$ cat src/rtl/core/tdpt_pkg.sv
// Shared types and constants of the trial-division prime tester.
`timescale 1ns / 1ps
`default_nettype none

package tdpt_pkg;

  localparam int unsigned ENTRY_WIDTH       = 14;
  localparam int unsigned TABLE_DEPTH_DEF   = 2048;
  localparam int unsigned CAND_WIDTH_DEF    = 27;

  localparam logic MODE_LOAD = 1'b0;
  localparam logic MODE_TEST = 1'b1;

  typedef enum logic [2:0] {
    ST_IDLE,
    ST_FETCH,
    ST_EVAL,
    ST_CMP,
    ST_DIV,
    ST_DONE
  } tdpt_state_e;

  typedef struct packed {
    logic done;
    logic rem_zero;
  } tdpt_div_sts_t;

endpackage

`default_nettype wire

$ cat src/rtl/core/tdpt_rem.sv
// Bit-serial restoring remainder unit: one dividend bit per cycle.
`timescale 1ns / 1ps
`default_nettype none

module tdpt_rem
  import tdpt_pkg::*;
#(
  parameter int unsigned CAND_W = CAND_WIDTH_DEF,
  parameter int unsigned DIV_W  = ENTRY_WIDTH
) (
  input  wire logic              clk_i,
  input  wire logic              rst_ni,
  input  wire logic              start_i,
  input  wire logic [CAND_W-1:0] dividend_i,
  input  wire logic [DIV_W-1:0]  divisor_i,
  output tdpt_div_sts_t          sts_o
);

  localparam int unsigned CNT_W = $clog2(CAND_W + 1);

  logic [CAND_W-1:0] shift_q;
  logic [DIV_W-1:0]  div_q;
  logic [DIV_W-1:0]  rem_q;
  logic [CNT_W-1:0]  cnt_q;
  logic              busy_q;
  logic              done_q;

  logic [DIV_W:0]    trial;
  logic [DIV_W:0]    diff;
  logic              fits;
  logic [DIV_W-1:0]  rem_next;

  always_comb begin
    trial    = {rem_q, shift_q[CAND_W-1]};
    diff     = trial - {1'b0, div_q};
    fits     = trial >= {1'b0, div_q};
    // remainder stays below the divisor, so the top bit drops either way
    rem_next = fits ? diff[DIV_W-1:0] : trial[DIV_W-1:0];
  end

  always_ff @(posedge clk_i or negedge rst_ni) begin
    if (!rst_ni) begin
      busy_q <= 1'b0;
      done_q <= 1'b0;
      cnt_q  <= '0;
    end else begin
      done_q <= 1'b0;
      if (start_i) begin
        busy_q <= 1'b1;
        cnt_q  <= CNT_W'(CAND_W);
      end else if (busy_q) begin
        cnt_q <= cnt_q - CNT_W'(1);
        if (cnt_q == CNT_W'(1)) begin
          busy_q <= 1'b0;
          done_q <= 1'b1;
        end
      end
    end
  end

  always_ff @(posedge clk_i) begin
    if (start_i) begin
      shift_q <= dividend_i;
      div_q   <= divisor_i;
      rem_q   <= '0;
    end else if (busy_q) begin
      shift_q <= {shift_q[CAND_W-2:0], 1'b0};
      rem_q   <= rem_next;
    end
  end

  assign sts_o.done     = done_q;
  assign sts_o.rem_zero = (rem_q == '0);

endmodule

`default_nettype wire

$ cat config.mk
export PLATFORM = sky130hd
export DESIGN_NAME = tdpt_rem
export DESIGN_NICKNAME = d
export VERILOG_FILES = /design/src/rtl/core/tdpt_pkg.sv /design/src/rtl/core/tdpt_rem.sv
export SDC_FILE = /design/constraint.sdc
export NUM_CORES = 1
export LEC_CHECK = 0
export BUFFER_PORTS_ARGS = -buffer_cell sky130_fd_sc_hd__buf_2
export CORE_MARGIN = 2
export CORE_UTILIZATION = 50
export DETAILED_ROUTE_END_ITERATION = 10
export PLACE_DENSITY = 0.71
export RECOVER_POWER = 25
export SLEW_MARGIN = 30
export SYNTH_ARGS = -nofsm -noshare
export SYNTH_HDL_FRONTEND = slang
export SYNTH_SLANG_ARGS = --single-unit
$ cat constraint.sdc
create_clock -name clk_i -period 5.91 [get_ports clk_i]
set_clock_uncertainty 0.15 [all_clocks]
set_input_delay 0.591 -clock clk_i [delete_from_list [all_inputs] [get_ports clk_i]]
set_output_delay 0.591 -clock clk_i [all_outputs]
set_load 0.03 [all_outputs]
==> flow_summary.yaml <==
setup_path:
  cp_max_fo: 18
  regToRegSetupSlack_ns: 3.03
  worstSetupStartpointType: "flop"
  crit_family: "compound AO/OA/AOI/OAI gates"
  crit_buf_inv: 2
  end_kind: "flop"
  crit_path_max_incr_delay_ns: 0.49
  crit_chain: "inv_1, ha_1, a21o_1, a211oi_2, o41ai_4, o41ai_4, buf_4, mux2i_1, a211oi_1"
  path_common_cell: "o41ai_4"
  worst_ep_required_time_ns: 5.94
  worstPathArrival_ns: 2.91
  criticalPathCategory: "reg -> reg"
  cpMaxStageDelayCell: "o41ai_4"
synth:
  syn_avg_cell_area_sq_um: 11.4
  syn_area_sq_um: 3370
  synth_edf_count: 41
  ys_ff_latch: 62
  synth_nets: 355
  synth-seq-area-share_pct: 50.1
  yosysWarnings: 0
  yosysTopAreaCell: "edfxtp_1"
  yosysMostFrequentCell: "edfxtp_1"
  synth_ff_type: "edfxtp_1"
  synthTopCellsByArea: "edfxtp_1 (37%), mux2_2 (8.7%), dfxtp_1 (8.3%)"
  synthCells: 294
  synth.top_cell.area_share_pct: 36.6
  yosysUniqueCellTypes: 50
  async_flop_share_pct: 11.3
  ys_top_cells_by_count: "edfxtp_1 (41), mux2_2 (26), inv_1 (21)"
timing:
  max_freq_mhz: 347
  fin_crit_sh_pct: 48.8
  slew-limit-headroom_pct: 40.3
  slew_viol_final: 0
  min_period_ns: 2.88
  worst_slew_pin_slew_ns: 0.896
  fin_setup_tns_ns: 0
  setup_viol: 0
  hold_viol_final: 0
  grt_setup_unrepaired: "no"
worst_hold_path:
  hold_class: "in -> reg"
power_and_ir_drop:
  pwr-share-clk_pct: 37.6
  totalPowerFinal_mw: 1.01
  switching_share_pct: 24.7
  p_leak_nw: 1.69
  ir_drop_mv: 0.184
  comb_power_share_pct: 12.2
  seq_power_share_pct: 50.3
  p_switching_mw: 0.249
  p_per_area_nw_per_um2: 262
  p_int_mw: 0.760
floorplan:
  die_h_um: 86.0
  num_rows: 29
  core_area_sq_um: 6420
  io_pins: 46
  dieArea_sq_um: 7400
  fp.dieW_um: 86.0
  initial_utilization_pct: 52.4
finish:
  num_antenna_cells: 0
  drive_above_1_share_pct: 27.5
  fill_cells: 564
  fin_cells: 422
  syn_to_final_growth_pct: 14.4
  nets: 401
clock_tree:
  htree_levels: 3
  cts-root-buf: "clkbuf_8"
  clk_latency_ns: 0.34
  numCtsBuffers: 9
  cts_tree: "built"
  cts_setup_buffers: 0
  cts.clk_slew.worst_paths_ns: 0.07
  clockBufferDepth: 2
  clock-sinks: 62
placement:
  gp_congestion: 0.838
  dp_hpwl_mm: 4.46
  dp_cells: 405
  port_buffers: 45
routing:
  first_pass_iters: 4
  drtIter0Drc: 129
  drcViolationCount: 0
  avgRoutedWirePerCell_um: 15.5
  num_vias: 2405
  vias_per_cell: 5.70
  ant_nets: 0
  drt-total-wl_mm: 6.56
outcome:
  status: "completed"
global_route:
  antenna_found_initial: 0
  overflow: 0
  grtUsageTotal_pct: 19.1
  first_global_vias: 2403
  grt_max_degree: 52
  grt_pass1_wl_mm: 11.0
run:
  drv_cap: 0
-- routing by layer --
metal / share of wire, % / up-vias / wire length (um) / GRT usage [%]
met1: 46 / 1136 / 3010 / 24.8
met3: 5.0 / 11 / 326 / 5.29
li1: - / 1199 / - / -
met4: 1.9 / 0 / 123 / 7.94
met5: 0 / - / 0 / 0
met2: 47 / 59 / 3100 / 30.1
-- timing repair --
action	4_1_cts	5_1_grt
hold buffers	1	0
resized for setup	0	0
endpoints found under the hold margin	7	0
-- kinds of logic after synthesis --
family                     share of synthesized area, %
xor gates and xnor gates                           3.12
buffers and inverters                              4.42
adders and majority gates                          6.54
AOI/OAI and AO/OA                                  12.8
muxes                                              10.5
DFF                                                50.1
and+or+nand+nor                                    12.6
-- worst paths after layout --
kind,startpoint,to,cells past startpoint
hold / removal,divisor_i[9],div_q[9],1
min in group asynchronous,rst_ni,busy_q,2
max in group asynchronous,rst_ni,cnt_q[3],2
setup / recovery,div_q[12],rem_q[1],9
hold reg to reg,rem_q[3],rem_q[3],2
setup reg to reg,div_q[12],rem_q[1],9
-- registers in the layout, indices dropped and copies added, names as in the netlist --
name,cells
rem_q,14
shift_q,27
busy_q,1
cnt_q,5
div_q,14
done_q,1
-- cell usage in the layout (no fill, tap or decap), drive strengths merged, types with 5 or more instances in the layout --
| cell | count |
|---|---|
| a211oi | 8 |
| a21oi | 9 |
| and3 | 6 |
| buf | 46 |
| clkbuf | 11 |
| clkinv | 7 |
| dfrtp | 7 |
| dfxtp | 14 |
| edfxtp | 41 |
| ha | 16 |
| inv | 21 |
| mux2 | 26 |
| mux2i | 6 |
| nand2 | 19 |
| nand3 | 5 |
| nor2 | 14 |
| nor3 | 7 |
| nor4 | 6 |
| o21ai | 8 |
| xnor2 | 8 |
-- through the flow --
stage / hold WS (ns) / util [%] / worst slack [ns] / cell area (sq um)
3_5_place_dp: 0.282 / 56.7 / 2.93 / 3640
6_report: 0.271 / 59.9 / 3.03 / 3850
4_1_cts: 0.257 / 60.0 / 3.02 / 3850
5_1_grt: 0.254 / 59.9 / 2.89 / 3850
3_3_place_gp: 0.280 / 56.7 / 2.65 / 3640
2_1_floorplan: 0.145 / - / 3.35 / 3370
-- power groups by stage --
stage	Combinational, mW	Sequential, mW	Clock, mW
3_3_place_gp	0.120	0.516	0
2_1_floorplan	0.0881	0.512	0
5_1_grt	0.137	0.510	0.405
6_report	0.123	0.507	0.379
3_5_place_dp	0.122	0.516	0
4_1_cts	0.124	0.508	0.387
-- layout make-up --
class / instances / area [sq um] / share of cell area [%]
clock buffers: 10 / 138 / 3.57
clock inverters: 6 / 61.3 / 1.59
inverters: 23 / 86.3 / 2.24
multi-input cells: 196 / 1530 / 39.8
flip-flops and latches: 62 / 1690 / 43.8
well taps: 77 / 96.3 / 2.50
repair buffers: 48 / 249 / 6.47
-- worst register-to-register path, delay by kind of cell, from the launching register on --
kind	cells	cell delay, ns
compound gates	5	1.31
mux	1	0.22
flops	1	0.33
fa+ha+maj	1	0.33
buf+inv	2	0.37
Power figures use the tool's default switching activity.
